$ cat src/hdl/mbdp_pkg.sv
// Shared types, constants and the FP4 nibble decode for the MXFP4 block dot product.
`timescale 1ns / 1ps

package mbdp_pkg;

  localparam logic [31:0] NIB_TABLE  = 32'hC8643210;
  localparam int          SCALE_BIAS = 128;
  localparam int          SH_BITS    = 10;

  typedef struct packed {
    logic row_end;
    logic sat;
  } mbdp_ctl_t;

  function automatic logic signed [4:0] nib_value(input logic [3:0] nb);
    logic [3:0] mag;
    mag = 4'(NIB_TABLE >> {nb[2:0], 2'b00});
    return nb[3] ? -$signed({1'b0, mag}) : $signed({1'b0, mag});
  endfunction

endpackage

$ cat src/hdl/mbdp_block_acc.sv
// Input register, FP4 products and saturating block sum with the block close register.
`timescale 1ns / 1ps

module mbdp_block_acc #(
  parameter int ACT_BITS = 16,
  parameter int ACT_FRAC = 12,
  parameter int ACC_FRAC = 24
) (
  input  logic                                 clk_i,
  input  logic                                 rst_ni,
  input  logic                                 valid_i,
  output logic                                 ready_o,
  input  logic [7:0]                           weight_byte_i,
  input  logic signed [ACT_BITS-1:0]           act_low_i,
  input  logic signed [ACT_BITS-1:0]           act_high_i,
  input  logic [7:0]                           scale_exp_i,
  input  logic                                 block_last_i,
  input  logic                                 row_last_i,
  output logic                                 valid_o,
  input  logic                                 ready_i,
  output logic signed [ACT_BITS+8:0]           blk_o,
  output logic signed [mbdp_pkg::SH_BITS-1:0]  sh_o,
  output mbdp_pkg::mbdp_ctl_t                  ctl_o
);
  import mbdp_pkg::*;

  localparam int PW  = ACT_BITS + 5;
  localparam int BLK = ACT_BITS + 9;
  localparam int SH_OFF = ACC_FRAC - ACT_FRAC - SCALE_BIAS;
  localparam logic signed [BLK-1:0] BLK_MIN = {1'b1, {(BLK-1){1'b0}}};
  localparam logic signed [BLK-1:0] BLK_MAX = {1'b0, {(BLK-1){1'b1}}};

  logic                       v0_q;
  logic [7:0]                 wb_q;
  logic signed [ACT_BITS-1:0] act_lo_q;
  logic signed [ACT_BITS-1:0] act_hi_q;
  logic [7:0]                 se_q;
  logic                       blast_q;
  logic                       rlast_q;
  logic signed [BLK-1:0]      blk_q;
  logic                       blk_sat_q;
  logic                       v1_q;
  logic signed [BLK-1:0]      blk_out_q;
  logic signed [SH_BITS-1:0]  sh_q;
  mbdp_ctl_t                  ctl_q;

  logic signed [4:0]     nib_lo;
  logic signed [4:0]     nib_hi;
  logic signed [PW-1:0]  p0;
  logic signed [PW-1:0]  p1;
  logic signed [BLK:0]   s1;
  logic signed [BLK:0]   s2;
  logic signed [BLK-1:0] a1;
  logic signed [BLK-1:0] a2;
  logic                  ov1;
  logic                  ov2;
  logic                  close0;
  logic                  consume0;
  logic                  accept;
  logic signed [SH_BITS-1:0] sh_d;

  always_comb begin
    nib_lo = nib_value(wb_q[3:0]);
    nib_hi = nib_value(wb_q[7:4]);
    p0     = nib_lo * act_lo_q;
    p1     = nib_hi * act_hi_q;
    s1     = (BLK+1)'(blk_q) + (BLK+1)'(p0);
    ov1    = s1[BLK] ^ s1[BLK-1];
    a1     = ov1 ? (s1[BLK] ? BLK_MIN : BLK_MAX) : BLK'(s1);
    s2     = (BLK+1)'(a1) + (BLK+1)'(p1);
    ov2    = s2[BLK] ^ s2[BLK-1];
    a2     = ov2 ? (s2[BLK] ? BLK_MIN : BLK_MAX) : BLK'(s2);
    sh_d   = SH_BITS'(SH_OFF) + $signed(SH_BITS'(se_q));
  end

  assign close0   = blast_q | rlast_q;
  assign consume0 = v0_q && (!close0 || !v1_q || ready_i);
  assign ready_o  = !v0_q || consume0;
  assign accept   = valid_i && ready_o;

  always_ff @(posedge clk_i or negedge rst_ni) begin
    if (!rst_ni) begin
      v0_q      <= 1'b0;
      v1_q      <= 1'b0;
      blk_q     <= '0;
      blk_sat_q <= 1'b0;
    end else begin
      if (accept) begin
        v0_q <= 1'b1;
      end else if (consume0) begin
        v0_q <= 1'b0;
      end
      if (consume0 && close0) begin
        v1_q <= 1'b1;
      end else if (ready_i) begin
        v1_q <= 1'b0;
      end
      if (consume0) begin
        blk_q     <= close0 ? '0 : a2;
        blk_sat_q <= close0 ? 1'b0 : (blk_sat_q | ov1 | ov2);
      end
    end
  end

  always_ff @(posedge clk_i) begin
    if (accept) begin
      wb_q     <= weight_byte_i;
      act_lo_q <= act_low_i;
      act_hi_q <= act_high_i;
      se_q     <= scale_exp_i;
      blast_q  <= block_last_i;
      rlast_q  <= row_last_i;
    end
    if (consume0 && close0) begin
      blk_out_q     <= a2;
      sh_q          <= sh_d;
      ctl_q.row_end <= rlast_q;
      ctl_q.sat     <= blk_sat_q | ov1 | ov2;
    end
  end

  assign valid_o = v1_q;
  assign blk_o   = blk_out_q;
  assign sh_o    = sh_q;
  assign ctl_o   = ctl_q;

  a_close_clears: assert property (@(posedge clk_i) disable iff (!rst_ni)
    consume0 && close0 |=> blk_q == '0 && !blk_sat_q && v1_q)
    else $error("block state not cleared after a block close");

  a_open_no_emit: assert property (@(posedge clk_i) disable iff (!rst_ni)
    !v1_q && !(consume0 && close0) |=> !v1_q)
    else $error("block result appeared without a closing transaction");

endmodule

$ cat src/hdl/mbdp_scale.sv
// Block scale stage: power-of-two shift of the block sum into the row format, saturating.
`timescale 1ns / 1ps

module mbdp_scale #(
  parameter int ACT_BITS = 16,
  parameter int ACC_BITS = 48
) (
  input  logic                                clk_i,
  input  logic                                rst_ni,
  input  logic                                valid_i,
  output logic                                ready_o,
  input  logic signed [ACT_BITS+8:0]          blk_i,
  input  logic signed [mbdp_pkg::SH_BITS-1:0] sh_i,
  input  mbdp_pkg::mbdp_ctl_t                 ctl_i,
  output logic                                valid_o,
  input  logic                                ready_i,
  output logic signed [((ACT_BITS+9 > ACC_BITS) ? ACT_BITS+9 : ACC_BITS)-1:0] val_o,
  output mbdp_pkg::mbdp_ctl_t                 ctl_o
);
  import mbdp_pkg::*;

  localparam int BLK = ACT_BITS + 9;
  localparam int SW  = (BLK > ACC_BITS) ? BLK : ACC_BITS;
  localparam int W   = ACC_BITS + BLK;
  localparam int RW  = $clog2(BLK + 1);
  localparam int LW  = $clog2(ACC_BITS);
  localparam logic signed [ACC_BITS-1:0] ACC_MIN = {1'b1, {(ACC_BITS-1){1'b0}}};
  localparam logic signed [ACC_BITS-1:0] ACC_MAX = {1'b0, {(ACC_BITS-1){1'b1}}};

  logic                      v2_q;
  logic signed [SW-1:0]      val_q;
  mbdp_ctl_t                 ctl_q;

  logic signed [SH_BITS-1:0] r;
  logic [RW-1:0]             rsh;
  logic signed [W-1:0]       lw;
  logic                      fits;
  logic                      big;
  logic                      nonzero;
  logic signed [SW-1:0]      val_d;
  logic                      sat_d;
  logic                      load;

  always_comb begin
    r       = -sh_i;
    rsh     = (r > SH_BITS'(BLK)) ? RW'(BLK) : RW'(r);
    lw      = W'(blk_i) <<< sh_i[LW-1:0];
    fits    = (W'(ACC_BITS'(lw)) == lw);
    big     = (sh_i >= SH_BITS'(ACC_BITS));
    nonzero = |blk_i;
    sat_d   = 1'b0;
    if (sh_i[SH_BITS-1]) begin
      val_d = SW'(blk_i >>> rsh);
    end else if (nonzero && (big || !fits)) begin
      val_d = blk_i[BLK-1] ? SW'(ACC_MIN) : SW'(ACC_MAX);
      sat_d = 1'b1;
    end else begin
      val_d = SW'(ACC_BITS'(lw));
    end
  end

  assign ready_o = !v2_q || ready_i;
  assign load    = valid_i && ready_o;

  always_ff @(posedge clk_i or negedge rst_ni) begin
    if (!rst_ni) begin
      v2_q <= 1'b0;
    end else if (load) begin
      v2_q <= 1'b1;
    end else if (ready_i) begin
      v2_q <= 1'b0;
    end
  end

  always_ff @(posedge clk_i) begin
    if (load) begin
      val_q         <= val_d;
      ctl_q.row_end <= ctl_i.row_end;
      ctl_q.sat     <= ctl_i.sat | sat_d;
    end
  end

  assign valid_o = v2_q;
  assign val_o   = val_q;
  assign ctl_o   = ctl_q;

  a_zero_block: assert property (@(posedge clk_i) disable iff (!rst_ni)
    load && blk_i == '0 |=> val_q == '0 && ctl_q.sat == $past(ctl_i.sat))
    else $error("zero block sum scaled to a nonzero value or flagged");

endmodule

$ cat src/hdl/mbdp_row_acc.sv
// Saturating row accumulator with the sticky saturation flag and the result register.
`timescale 1ns / 1ps

module mbdp_row_acc #(
  parameter int ACT_BITS = 16,
  parameter int ACC_BITS = 48
) (
  input  logic                        clk_i,
  input  logic                        rst_ni,
  input  logic                        valid_i,
  output logic                        ready_o,
  input  logic signed [((ACT_BITS+9 > ACC_BITS) ? ACT_BITS+9 : ACC_BITS)-1:0] val_i,
  input  mbdp_pkg::mbdp_ctl_t         ctl_i,
  output logic                        valid_o,
  input  logic                        ready_i,
  output logic signed [ACC_BITS-1:0]  dot_o,
  output logic                        sat_o
);
  import mbdp_pkg::*;

  localparam int BLK = ACT_BITS + 9;
  localparam int SW  = (BLK > ACC_BITS) ? BLK : ACC_BITS;
  localparam logic signed [ACC_BITS-1:0] ACC_MIN = {1'b1, {(ACC_BITS-1){1'b0}}};
  localparam logic signed [ACC_BITS-1:0] ACC_MAX = {1'b0, {(ACC_BITS-1){1'b1}}};

  logic signed [ACC_BITS-1:0] row_q;
  logic                       sat_seen_q;
  logic                       out_v_q;
  logic signed [ACC_BITS-1:0] dot_q;
  logic                       sat_q;

  logic signed [SW:0]         sum;
  logic                       fits;
  logic signed [ACC_BITS-1:0] nxt;
  logic                       sat_all;
  logic                       consume;

  always_comb begin
    sum     = (SW+1)'(row_q) + (SW+1)'(val_i);
    fits    = ((SW+1)'(ACC_BITS'(sum)) == sum);
    nxt     = fits ? ACC_BITS'(sum) : (sum[SW] ? ACC_MIN : ACC_MAX);
    sat_all = sat_seen_q | ctl_i.sat | !fits;
  end

  assign ready_o = !ctl_i.row_end || !out_v_q || ready_i;
  assign consume = valid_i && ready_o;

  always_ff @(posedge clk_i or negedge rst_ni) begin
    if (!rst_ni) begin
      row_q      <= '0;
      sat_seen_q <= 1'b0;
      out_v_q    <= 1'b0;
    end else begin
      if (consume) begin
        row_q      <= ctl_i.row_end ? '0 : nxt;
        sat_seen_q <= ctl_i.row_end ? 1'b0 : sat_all;
      end
      if (consume && ctl_i.row_end) begin
        out_v_q <= 1'b1;
      end else if (ready_i) begin
        out_v_q <= 1'b0;
      end
    end
  end

  always_ff @(posedge clk_i) begin
    if (consume && ctl_i.row_end) begin
      dot_q <= nxt;
      sat_q <= sat_all;
    end
  end

  assign valid_o = out_v_q;
  assign dot_o   = dot_q;
  assign sat_o   = sat_q;

  a_row_end_clears: assert property (@(posedge clk_i) disable iff (!rst_ni)
    consume && ctl_i.row_end |=> out_v_q && row_q == '0 && !sat_seen_q)
    else $error("row state not cleared or result missing after row end");

endmodule

$ cat src/hdl/mxfp4_block_dot_product.sv
// Top level of the MXFP4 block dot product with stream input and output channels.
//
// Each input transaction carries one weight byte (two FP4 E2M1 weights) and the
// two Q3.12 activations they multiply, plus the block E8M0 exponent. tuser set
// closes the current block; tlast closes the block and the row.
// One output transaction is produced per row: tdata holds the saturated row dot
// product in Q23.24, tuser is set if any block sum, scale shift or row
// accumulation in that row saturated.
// The datapath is four register stages: input register, block sum, scale
// shift, row accumulator with the result register; a row result moves through
// them in that order. Throughput is one input transaction per cycle unless the
// output stalls; the block sum register and its saturation flag are the only
// feedback loops on the input side.
// Reset clears the block sum, the row sum, both saturation flags and all valid
// bits. While the output stalls with a result waiting, input transactions keep
// being accepted until a second finished row waits in front of the row stage,
// another closed block waits behind it in the block close register, and a further
// block-closing transaction sits in the input register; only then does
// s_axis_tready drop.
`timescale 1ns / 1ps

module mxfp4_block_dot_product #(
  parameter int ACT_BITS = 16,
  parameter int ACT_FRAC = 12,
  parameter int ACC_BITS = 48,
  parameter int ACC_FRAC = 24
) (
  input  logic clk_i,
  input  logic rst_ni,
  input  logic s_axis_tvalid,
  output logic s_axis_tready,
  // weight_byte, act_low, act_high, scale_exp from bit 0 up, zero padded to bytes.
  input  logic [((2*ACT_BITS+16+7)/8)*8-1:0] s_axis_tdata,
  // block_last.
  input  logic s_axis_tuser,
  // row_last.
  input  logic s_axis_tlast,
  output logic m_axis_tvalid,
  input  logic m_axis_tready,
  // dot_value from bit 0 up, zero padded to bytes.
  output logic [((ACC_BITS+7)/8)*8-1:0] m_axis_tdata,
  // saturated.
  output logic m_axis_tuser
);
  import mbdp_pkg::*;

  localparam int BLK    = ACT_BITS + 9;
  localparam int SW     = (BLK > ACC_BITS) ? BLK : ACC_BITS;
  localparam int OUT_TW = ((ACC_BITS + 7) / 8) * 8;

  logic                       blk_valid;
  logic                       blk_ready;
  logic signed [BLK-1:0]      blk_val;
  logic signed [SH_BITS-1:0]  blk_sh;
  mbdp_ctl_t                  blk_ctl;
  logic                       scl_valid;
  logic                       scl_ready;
  logic signed [SW-1:0]       scl_val;
  mbdp_ctl_t                  scl_ctl;
  logic signed [ACC_BITS-1:0] dot;

  mbdp_block_acc #(
    .ACT_BITS (ACT_BITS),
    .ACT_FRAC (ACT_FRAC),
    .ACC_FRAC (ACC_FRAC)
  ) u_block_acc (
    .clk_i         (clk_i),
    .rst_ni        (rst_ni),
    .valid_i       (s_axis_tvalid),
    .ready_o       (s_axis_tready),
    .weight_byte_i (s_axis_tdata[7:0]),
    .act_low_i     ($signed(s_axis_tdata[8 +: ACT_BITS])),
    .act_high_i    ($signed(s_axis_tdata[8+ACT_BITS +: ACT_BITS])),
    .scale_exp_i   (s_axis_tdata[8+2*ACT_BITS +: 8]),
    .block_last_i  (s_axis_tuser),
    .row_last_i    (s_axis_tlast),
    .valid_o       (blk_valid),
    .ready_i       (blk_ready),
    .blk_o         (blk_val),
    .sh_o          (blk_sh),
    .ctl_o         (blk_ctl)
  );

  mbdp_scale #(
    .ACT_BITS (ACT_BITS),
    .ACC_BITS (ACC_BITS)
  ) u_scale (
    .clk_i   (clk_i),
    .rst_ni  (rst_ni),
    .valid_i (blk_valid),
    .ready_o (blk_ready),
    .blk_i   (blk_val),
    .sh_i    (blk_sh),
    .ctl_i   (blk_ctl),
    .valid_o (scl_valid),
    .ready_i (scl_ready),
    .val_o   (scl_val),
    .ctl_o   (scl_ctl)
  );

  mbdp_row_acc #(
    .ACT_BITS (ACT_BITS),
    .ACC_BITS (ACC_BITS)
  ) u_row_acc (
    .clk_i   (clk_i),
    .rst_ni  (rst_ni),
    .valid_i (scl_valid),
    .ready_o (scl_ready),
    .val_i   (scl_val),
    .ctl_i   (scl_ctl),
    .valid_o (m_axis_tvalid),
    .ready_i (m_axis_tready),
    .dot_o   (dot),
    .sat_o   (m_axis_tuser)
  );

  assign m_axis_tdata = OUT_TW'($unsigned(dot));

endmodule

$ cat config.mk
export PLATFORM = sky130hd
export DESIGN_NAME = mxfp4_block_dot_product
export DESIGN_NICKNAME = d
export VERILOG_FILES = /design/src/hdl/mbdp_pkg.sv /design/src/hdl/mbdp_block_acc.sv /design/src/hdl/mbdp_scale.sv /design/src/hdl/mbdp_row_acc.sv /design/src/hdl/mxfp4_block_dot_product.sv
export SDC_FILE = /design/constraint.sdc
export NUM_CORES = 1
export LEC_CHECK = 0
export ABC_AREA = 1
export BUFFER_PORTS_ARGS = -buffer_cell sky130_fd_sc_hd__buf_2
export CAP_MARGIN = 20
export CORE_MARGIN = 8
export CORE_UTILIZATION = 38
export CTS_BUF_LIST = sky130_fd_sc_hd__clkbuf_8
export CTS_CLUSTER_SIZE = 16
export DETAILED_ROUTE_END_ITERATION = 10
export HOLD_SLACK_MARGIN = 0.02
export PLACE_DENSITY = 0.5
export SLEW_MARGIN = 30
export SYNTH_ARGS = -nofsm -noshare
export SYNTH_HDL_FRONTEND = slang
export SYNTH_SLANG_ARGS = --single-unit
$ cat constraint.sdc
create_clock -name clk_i -period 19.1 [get_ports clk_i]
set_clock_uncertainty 0.2 [all_clocks]
set_input_delay 0.955 -clock clk_i [delete_from_list [all_inputs] [get_ports clk_i]]
set_output_delay 0.955 -clock clk_i [all_outputs]
set_load 0.005 [all_outputs]
==> flow_summary.json <==
{
  "status": "completed",
  "syn-cell-area_sq_um": 24900,
  "initial_core_util_pct": 38.1,
  "nets": 3733,
  "routedWlPerCell_um": 18.2,
  "timing.hold.ws_ns": 0.222,
  "finalMaxSlewViolations": 0,
  "clk_latency_ns": 0.67,
  "mostFrequentLayoutCell": "nand2_1",
  "path_clk_slew_ns": 0.06,
  "cp_slowest_cell": "ha_1",
  "holdPathStages": 0,
  "synth-seq-cells": 265,
  "drc": 0,
  "grt_pass1_wl_um": 123000,
  "cts_sinks": 265,
  "synth.top_cell.area_share_pct": 22.4,
  "post_cts_resized": 0,
  "cp.depth": 48,
  "syn-instance-count": 3298,
  "syn-num-nets": 3677,
  "die_w_um": 272,
  "cts_buffers": 50,
  "drt_pass1_iterations": 6,
  "dp_hpwl_um": 62800,
  "avgSynthCellArea_sq_um": 7.56,
  "gp_congestion": 0.975,
  "area_growth_pct": 9.41,
  "crit_buf_inv": 10,
  "ys_types": 52,
  "antenna_found_initial": 1,
  "path_class": "reg -> reg",
  "htree_levels": 2,
  "rows": 94,
  "synth_area_leader_cell": "edfxtp_1",
  "arrival_ns": 13.12,
  "critPathRequiredTime_ns": 19.28,
  "rr_worst_depth": 48,
  "die-area_sq_um": 74000,
  "num_vias": 21800,
  "hp-class": "reg -> reg",
  "ys_seq_area_share_pct": 30.3,
  "grt_pass1_vias": 22200,
  "tightestPinTransition_ns": 0.876,
  "final_hold_viol_count": 0,
  "path_max_fanout": 22,
  "maxCapViolCount": 0,
  "slowest_delay_ns": 0.65,
  "fmax_mhz": 77.3,
  "period_share_pct": 67.8,
  "routed_wl_um": 77800,
  "ys_warn_count": 0,
  "cp-end-kind": "flip-flop",
  "drt_iter0_drc": 1546,
  "synth.top_cells.by_area": "edfxtp_1 (22%), nand2_1 (15%), fa_1 (14%), dfrtp_1 (7.9%), ha_1 (7.8%)",
  "startpoint_type": "flip-flop",
  "synthFlopType": "edfxtp_1",
  "synth_async_sr_flop_share_pct": 29.8,
  "die_h_um": 272,
  "fin_cells": 4263,
  "rsz0062_at_grt": "no",
  "cts_tree": "built",
  "ioPinCount": 105,
  "layout-drive-gt1-share_pct": 7.21,
  "dp_cells": 4164,
  "final.min_clock_period_ns": 12.94,
  "setup_viol_count_final": 0,
  "layout_common_cells": "nand2_1 (1020), inv_1 (423), nand3_1 (258)",
  "relSlewSlack_pct": 41.5,
  "setup_tns_ns": 0,
  "overflow": 0,
  "avgViaCountPerCell": 5.12,
  "hold_buffers": 1,
  "grt_max_degree": 51,
  "ant_nets": 0,
  "synth-edff-count": 186,
  "cts_setup_buffers": 0,
  "core_area_sq_um": 65400,
  "root_buffer": "clkbuf_8",
  "crit_family": "adder cells",
  "io_buffers": 104,
  "clockBufferDepth": 3,
  "track_usage_pct": 20.8
}
-- final cells by class --
type	instances	area (sq um)
fill	6849	38100
tap	864	1080
sequential	265	7560
clock inverter	36	305
antenna	3	7.51
inverter	428	1610
multi-input combinational	2479	15100
timing repair buffer	130	756
clock buffer	58	798
-- cell families (layout without fill, tap and decap cells) --
family / after synthesis / in the layout / share of synthesized area, %
AOI/OAI and AO/OA: 450 / 450 / 9.79
other: 0 / 3 / 0
and+or+nand+nor: 1614 / 1614 / 26.3
buffers and inverters: 554 / 652 / 8.96
xor gates and xnor gates: 90 / 90 / 3.16
DFF: 265 / 265 / 30.3
adders and majority gates: 325 / 325 / 21.4
-- path summary, 6_finish.rpt --
path / slack [ns] / endpoint / startpoint
setup / recovery: 6.16 / u_block_acc.ctl_o[0] / u_block_acc.wb_q[2]
hold / removal: 0.22 / u_scale.ctl_o[1] / u_block_acc.ctl_o[1]
setup reg to reg: 6.16 / u_block_acc.ctl_o[0] / u_block_acc.wb_q[2]
hold reg to reg: 0.22 / u_scale.ctl_o[1] / u_block_acc.ctl_o[1]
max in group asynchronous: 16.98 / u_block_acc.valid_o / rst_ni
min in group asynchronous: 0.59 / u_row_acc.row_q[3] / rst_ni
-- registers in the layout, summed over array words and instances, names as in the netlist, 8 cells and up --
| name | count |
|---|---|
| u_row_acc.row_q | 48 |
| u_scale.val_o | 48 |
| u_block_acc.act_lo_q | 16 |
| u_block_acc.blk_q | 25 |
| u_block_acc.act_hi_q | 16 |
| u_row_acc.dot_o | 48 |
| u_block_acc.blk_o | 25 |
| u_block_acc.wb_q | 8 |
| u_block_acc.se_q | 8 |
| u_block_acc.sh_o | 10 |
-- worst register-to-register path, delay by kind of cell, from the launching register on --
| kind | cells | cell delay (ns) |
|---|---|---|
| and+or+nand+nor | 17 | 2.56 |
| adders and majority gates | 12 | 6.04 |
| buffers and inverters | 10 | 1.65 |
| DFF | 1 | 0.43 |
| xor gates and xnor gates | 2 | 0.22 |
| AOI/OAI and AO/OA | 7 | 1.61 |
-- cell usage after synthesis, types with 49 or more instances --
cell type	n
nand2_1	1020
inv_1	415
nand3_1	258
nor2_1	252
edfxtp_1	186
o21ai_0	175
a21oi_1	173
fa_1	169
ha_1	156
dfrtp_1	79
clkbuf_1	63
xor2_1	49
-- per-layer routing --
metal / vias up / routed length (um) / global-route usage, %
met5: - / 0 / 0
met4: 0 / 2730 / 7.20
met3: 122 / 2920 / 2.30
met2: 529 / 40000 / 38.5
met1: 10400 / 32200 / 24.6
li1: 10800 / - / -
-- stage by stage --
stage | setup WS, ns | instance area, sq um | util [%]
2_1_floorplan | 8.13 | 24900 | -
3_3_place_gp | 6.55 | 26100 | 39.9
3_5_place_dp | 6.20 | 26100 | 40.0
4_1_cts | 6.15 | 27200 | 41.7
5_1_grt | 5.07 | 27300 | 41.7
6_report | 6.16 | 27300 | 41.7
Power is left out: the tool's default activity adds up to more than one toggle a clock period on the data nets, which glitch-free logic cannot reach.
